### config.mk
export PLATFORM = sky130hd
export DESIGN_NAME = vwsg_ctrl
export DESIGN_NICKNAME = d
export VERILOG_FILES = /design/src/design/vwsg_pkg.sv /design/src/design/vwsg_ctrl.sv
export SDC_FILE = /design/constraint.sdc
export NUM_CORES = 1
export LEC_CHECK = 0
export ABC_CLOCK_PERIOD_IN_PS = 2300
export BUFFER_PORTS_ARGS = -buffer_cell sky130_fd_sc_hd__buf_4
export CORE_MARGIN = 1.5
export CORE_UTILIZATION = 51
export DETAILED_ROUTE_END_ITERATION = 16
export PLACE_DENSITY_LB_ADDON = 0.25
export SYNTH_ARGS = -nofsm -noshare
export SYNTH_HDL_FRONTEND = slang
export SYNTH_SLANG_ARGS = --single-unit
### constraint.sdc
create_clock -name clk -period 2.3 [get_ports clk]
set_clock_uncertainty 0.2 [all_clocks]
set_input_delay 0.23 -clock clk [delete_from_list [all_inputs] [get_ports clk]]
set_output_delay 0.23 -clock clk [all_outputs]
set_load 0.02 [all_outputs]
### src/design/vwsg_pkg.sv
// Shared types and codes for the vertex weld spatial grid unit.
`default_nettype none
package vwsg_pkg;

	localparam logic [2:0] ST_KEPT    = 3'd0;
	localparam logic [2:0] ST_WELDED  = 3'd1;
	localparam logic [2:0] ST_DUP     = 3'd2;
	localparam logic [2:0] ST_FULL    = 3'd3;
	localparam logic [2:0] ST_CLEARED = 3'd4;

	localparam logic REQ_START    = 1'b0;
	localparam logic REQ_CLASSIFY = 1'b1;

	localparam logic CFG_INV_CELL = 1'b0;
	localparam logic CFG_WELD_SQ  = 1'b1;

	localparam int SEEN_W  = 16;
	localparam int SEEN_SH = 4;
	localparam logic [31:0] ONE_Q16 = 32'h0001_0000;

	typedef struct packed {
		logic        req_type;
		logic [15:0] vert_id;
		logic [31:0] pos_x;
		logic [31:0] pos_y;
		logic [31:0] pos_z;
	} in_item_t;

	typedef struct packed {
		logic [15:0] keep_id;
		logic [2:0]  status;
		logic        merged;
	} out_item_t;

	typedef struct packed {
		logic [15:0]      vid;
		logic [2:0][31:0] grid;
		logic [2:0][31:0] pos;
	} kept_entry_t;

	typedef struct packed {
		logic load;
		logic seen_rd;
		logic chk;
		logic scan_rd;
		logic finish;
		logic clr_wr;
	} ctrl_cmd_t;

	typedef struct packed {
		logic is_start;
		logic dup_now;
		logic scan_more;
		logic pipe_busy;
		logic out_busy;
	} dp_sts_t;

endpackage
`default_nettype wire

### src/design/vwsg_ctrl.sv
// Controller state machine: clear sweep, lookup, scan and finish sequencing.
`default_nettype none
module vwsg_ctrl import vwsg_pkg::*; #(
	parameter int CNT_W = 11,
	parameter int SAW = 12,
	parameter int SEEN_ROWS = 4096
) (
	input  wire logic             clk,
	input  wire logic             arst_n,
	input  wire logic             in_valid,
	output logic                  in_ready,
	input  wire logic             in_req,
	input  wire logic             out_ready,
	input  wire dp_sts_t          sts,
	output ctrl_cmd_t             cmd,
	output logic      [CNT_W-1:0] scan_idx,
	output logic      [SAW-1:0]   clr_row
);

	localparam logic [2:0] S_CLR  = 3'd0;
	localparam logic [2:0] S_IDLE = 3'd1;
	localparam logic [2:0] S_LOOK = 3'd2;
	localparam logic [2:0] S_CHK  = 3'd3;
	localparam logic [2:0] S_SCAN = 3'd4;
	localparam logic [2:0] S_FIN  = 3'd5;

	localparam logic [SAW-1:0] ROW_LAST = SAW'(SEEN_ROWS - 1);

	logic [2:0] state_q;
	logic [CNT_W-1:0] idx_q;
	logic [SAW-1:0] row_q;
	logic can_fin;

	assign can_fin  = !sts.out_busy || out_ready;
	assign in_ready = (state_q == S_IDLE);
	assign scan_idx = idx_q;
	assign clr_row  = row_q;

	always_comb begin
		cmd = '0;
		unique case (state_q)
			S_CLR:  cmd.clr_wr  = 1'b1;
			S_IDLE: cmd.load    = in_valid;
			S_LOOK: cmd.seen_rd = 1'b1;
			S_CHK:  cmd.chk     = 1'b1;
			S_SCAN: cmd.scan_rd = sts.scan_more;
			S_FIN:  cmd.finish  = can_fin;
			default: cmd = '0;
		endcase
	end

	always_ff @(posedge clk or negedge arst_n) begin
		if (!arst_n) begin
			state_q <= S_CLR;
			idx_q   <= '0;
			row_q   <= '0;
		end else begin
			unique case (state_q)
				S_CLR: begin
					row_q <= row_q + 1'b1;
					if (row_q == ROW_LAST) begin
						state_q <= S_IDLE;
					end
				end
				S_IDLE: begin
					if (in_valid) begin
						state_q <= (in_req == REQ_START) ? S_FIN : S_LOOK;
					end
				end
				S_LOOK: state_q <= S_CHK;
				S_CHK: begin
					idx_q   <= '0;
					state_q <= sts.dup_now ? S_FIN : S_SCAN;
				end
				S_SCAN: begin
					if (sts.scan_more) begin
						idx_q <= idx_q + 1'b1;
					end else if (!sts.pipe_busy) begin
						state_q <= S_FIN;
					end
				end
				S_FIN: begin
					if (can_fin) begin
						row_q   <= '0;
						state_q <= sts.is_start ? S_CLR : S_IDLE;
					end
				end
				default: state_q <= S_CLR;
			endcase
		end
	end

	a_start_goes_fin: assert property (@(posedge clk) disable iff (!arst_n)
		(state_q == S_IDLE && in_valid && in_req == REQ_START) |=> state_q == S_FIN)
		else $error("start request did not go straight to finish");

	a_fin_out_free: assert property (@(posedge clk) disable iff (!arst_n)
		cmd.finish |-> (!sts.out_busy || out_ready))
		else $error("result written over a pending item");

	a_clr_done: assert property (@(posedge clk) disable iff (!arst_n)
		(state_q == S_CLR && row_q == ROW_LAST) |=> state_q == S_IDLE)
		else $error("clear sweep did not end");

	a_no_accept_busy: assert property (@(posedge clk) disable iff (!arst_n)
		(state_q == S_SCAN || state_q == S_CLR) |-> !in_ready)
		else $error("input accepted during scan or clear");

endmodule
`default_nettype wire

# Word level (Yosys, flattened, before mapping)
# Index checks and enable logic that the tools add are counted.
[word_totals] register_bits=26 latch_bits=0 ramBits=0 mem_bits_ro=0 inputBits=10 elab_cells=44 n_memories=0
[op_classes] n_addsub=2 mul=0 div=0 magnitude_cmp=0 eq_ne=12 shift=0 n_mux=19 bitwise=0 reduce_logical=8
[op_table] operator="$pmux 12 s2" count=1
[op_table] operator="$pmux 11 s2" count=1
[op_table] operator="$mux 3" count=6
[op_table] operator="$pmux 3 s6" count=1
[op_table] operator="$add 12x1->12 const B" count=1
[op_table] operator="$eq 12x12->1 const B" count=1
[op_table] operator="$mux 12" count=1
[op_table] operator="$ne 2x2->1 const B" count=6
[op_table] operator="$add 11x1->11 const B" count=1
[op_table] operator="$mux 11" count=1
[op_table] operator="$mux 1" count=8
[op_table] operator="$eq 3x2->1 const B" count=2
[op_table] operator="$eq 3x3->1 const B" count=2
[op_table] operator="$reduce_and 5->1" count=1
[op_table] operator="$reduce_and 2->1" count=2
[op_table] operator="$reduce_bool 2->1" count=2
[op_table] operator="$eq 3x1->1 const B" count=1
[op_table] operator="$logic_not 3->1" count=1
[op_table] operator="$logic_not 1->1" count=1
[op_table] operator="$logic_or 1x1->1" count=1

# Depth between registers and ports, before layout
[logic_depth] ltp_word=4 ltp_mapped=7 depth_no_buf=6

# Least setup slack after synthesis
# No wires, ideal clock.
[synth_path] kind="reg-to-reg" startpoint="register state_q[0]" endpoint="register row_q[2], in the netlist clr_row[2]" setup_time_ps=128 arrival_time_ps=1602 required_time_ps=1972 slack_ps=370 path_stages_with_launch=6 period_less_slack_ps=1930 cell_sequence="dfrtp_1 > buf_2 > nor3_1 > nand2_1 > xor2_1 > nor2_1"
[synth_between] elab_chain_len=3
[synth_lines] item="start: declaration" line_no="vwsg_ctrl.sv:29" rtl="logic [2:0] state_q;"
[synth_lines] item="start signal: assignment" line_no="vwsg_ctrl.sv:67" rtl="state_q <= (in_req == REQ_START) ? S_FIN : S_LOOK;"
[synth_lines] item="start signal: assignment" line_no="vwsg_ctrl.sv:73" rtl="state_q <= sts.dup_now ? S_FIN : S_SCAN;"
[synth_lines] item="start signal: assignment" line_no="vwsg_ctrl.sv:85" rtl="state_q <= sts.is_start ? S_CLR : S_IDLE;"
[synth_lines] item="$eq 3x3->1 or $logic_not 3->1 (tied branches)" line_no="vwsg_ctrl.sv:58" rtl="unique case (state_q)"
[synth_lines] item="$ne 2x2->1 (no source line) or $reduce_bool 2->1 (tied branches)"
[synth_lines] item="$reduce_and 2->1 (no source line)"
[synth_lines] item="end signal: assignment" line_no="vwsg_ctrl.sv:60" rtl="row_q <= row_q + 1'b1;"
[synth_lines] item="end: declaration" line_no="vwsg_ctrl.sv:31" rtl="logic [SAW-1:0] row_q;"
# Parallel ways exist; a longest one is shown, timed or not.
# A chain may end at the register's enable or synchronous reset.

==> impl_results.md <==
- Status: completed
- Largest net degree at the start of global routing: 27
- Mapped Nets: 174
- CTS Buffer Depth: 2
- Initial Utilization: 53.8%
- Port-buffer cells: 39
- HPWL Detailed: 2310 um
- Distinct cells, synth: 45
- Unrepaired setup endpoints after global routing: false
- Fmax: 469 MHz
- R2r setup slk: 0.28 ns
- Syn Area/Cell: 9.08 um^2
- Met2 WL: 1720 um
- Post-synth top flop: dfrtp_1
- Finish-stage setup viols: 0
- Total Routing Usage GR: 22.4%
- Routed wire per std cell: 14.5 um
- Critical Path Max Stage Delay: 0.63 ns
- Die span in x: 56.7 um
- Number of synthesized flops with an enable pin: 0
- Worst setup EP type: primary output
- Commonest non-fill, non-tap cell in the layout: buf_4
- CP max FO: 14
- H-tree levels: 1
- First-pass GRT wire length: 5780 um
- First-pass detailed-route iteration total: 4
- Routed wl met3: 192 um
- DRC Markers: 0
- Num CTS Buffers: 3
- P per Cell Area: 924 nW/um^2
- Hold Path Class: in -> reg
- Crit path max-delay family: flip-flops
- Num rows: 19
- CTS root buf: clkbuf_4
- Clock Latency Late Sink: 0.34 ns
- DRT met1 WL: 1440 um
- Final Hold Fails: 0
- Core area: 2730 um^2
- Crit. path cell count: 4
- Internal power: 0.00101 W
- Rel. slew slack: 58.2%
- Gpl congestion: 0.792
- Setup crit start kind: flop
- Vias in the first global route: 1319
- Fillers: 208
- Crit-path cells: nor2b_1, nand3_1, clkinv_1, buf_4
- DRT iter0 DRCs: 54
- CTS tree: done
- Peak VDD IR: 0.000889 V
- Fin crit share: 92.7%
- Actual slew at the worst max-slew pin: 0.627 ns
- Fin crit period: 2.13 ns
- Cell leakage power: 0.838 nW
- Logic gate share of total power: 41.3%
- Crit path DAT: 1.70 ns
- Sequential power share: 39.9%
- Initial antenna violation count: 0
- Layout cells sized above 1: 27.5%
- WP buf/inv: 2
- Number of diodes: 0
- Die Y: 56.7 um
- Mapped cell area: 1470 um^2
- Max-Cap Viols: 0
- Crit-path slowest cell: dfrtp_1
- Worst-path clk slew: 0.15 ns
- Multi-input gate area: 769 um^2
- Post-synthesis cell count: 162
- Via count: 1405
- Worst slack at placement: 0.240 ns
- Post-synth ARST share: 100%
- FF/Latch Area: 652 um^2
- Max-slew violations: 0
- Setup tns final: 0 ns
- ANT nets after route: 0
- Sequential share of the synthesized area: 44.3%
- Yosys reg bits: 26
- Worst Path Required: 1.87 ns
- Worst Reg-to-Reg Cells: 6
- Die area: 3210 um^2
- Commonest cells after routing, fill and taps aside: buf_4 (42), dfrtp_1 (25), a21oi_1 (17), nand2_1 (13), nor2_1 (12)
- Clk sinks: 26
- Total wire length: 3400 um
- Clock network power share: 18.8%
- Nets: 217
- Max Used Layer: met4
- Syn. warnings: 0
- Crit Path Category: reg -> out
- Total grt overflow: 0
- Vias per inst: 5.98
- P_sw: 0.000721 W
- Hold Path Depth: 3
- Sw Share: 41.6%
- Setup ws final: 0.168 ns
- Layout area overhead: 27.7%
- Boundary pin count: 40
## metrics by stage
stage	area (um^2)	total power, W	hold WS (ns)	util, %	std cells
after floorplan	1470	0.00114	-0.266	-	162
after CTS	1880	0.00173	0.00322	68.6	235
after detailed placement	1790	0.00140	-0.0379	65.6	228
final	1880	0.00173	0.00607	68.6	235
after global placement	1790	0.00137	-0.0404	65.6	228
after global routing	1880	0.00184	0.0329	68.6	235
## cells in the mapped netlist, types with 2 or more instances
master | instances | area share [%]
dfrtp_1 | 26 | 44
a21oi_1 | 17 | 5.8
nand2_1 | 13 | 3.3
nor2_1 | 12 | 3.1
o21ai_0 | 11 | 3.7
nand2b_1 | 6 | 2.6
nand3_1 | 6 | 2.0
or3_1 | 6 | 2.6
nand4_1 | 5 | 2.1
and2_1 | 4 | 1.7
o31ai_1 | 4 | 2.0
or4_1 | 4 | 2.0
xor2_1 | 4 | 2.4
buf_2 | 3 | 1.0
inv_1 | 3 | 0.77
nor2b_1 | 3 | 1.3
nor3_1 | 3 | 1.0
clkbuf_1 | 2 | 0.51
ha_1 | 2 | 1.7
mux2i_1 | 2 | 1.4
nand3_2 | 2 | 1.4
## cells by family (layout without fill, tap and decap cells)
logic type	after synthesis	after routing	synth area share, %
AO/OA/AOI/OAI	39	39	15.9
multiplexers	2	2	1.36
flip-flops	26	26	44.3
adder cells (fa/ha/maj)	2	2	1.70
AND/OR/NAND/NOR	76	76	30.4
buffers and inverters	12	54	3.40
XOR/XNOR	5	5	2.98
## per-layer routing
layer / GRT usage, % / vias up
li1: - / 672
met1: 29.3 / 673
met2: 35.9 / 54
met3: 3.23 / 6
met4: 11.6 / 0
met5: 0 / -
## registers in the layout, summed over array words and instances, names as in the netlist
signal / flops
scan_idx: 11
state_q: 3
clr_row: 12
## power groups by stage
| stage | registers [W] | logic [W] | clock network, W |
|---|---|---|---|
| floorplan | 0.000683 | 0.000461 | 0 |
| global placement | 0.000688 | 0.000686 | 0 |
| detailed placement | 0.000695 | 0.000704 | 0 |
| CTS | 0.000686 | 0.000715 | 0.000329 |
| global route | 0.000707 | 0.000786 | 0.000346 |
| finish | 0.000691 | 0.000716 | 0.000326 |
## final timing paths
| check | endpoint | startpoint |
|---|---|---|
| max | cmd[1] | state_q[0] |
| min | scan_idx[1] | sts[2] |
| max reg2reg | scan_idx[7] | state_q[0] |
| min reg2reg | scan_idx[10] | scan_idx[10] |
| max in group asynchronous | state_q[1] | arst_n |
| min in group asynchronous | scan_idx[7] | arst_n |
## worst register-to-register path, stage by stage, from the launching register on
cell     delay (ns)
dfrtp_1        0.56
nor2_4         0.18
nand3_2        0.11
inv_2          0.14
nand4_1        0.23
or3_1          0.37
a21oi_1        0.18
## final cells by class
cell class              count  area share [%]
well taps                  31            2.07
multi-input cells         124            41.0
clock buffers               3            1.20
clock inverters             1            1.60
repair buffers             45            18.4
inverters                   5            1.00
flip-flops and latches     26            34.7
## timing repair
action | CTS | global route
setup endpoints to repair | 0 | 1
hold endpoints to repair | 27 | 0
setup buffers | 0 | 0
hold buffers | 3 | 0
gates resized for setup | 0 | 1
(Power assumes the default switching activity.)
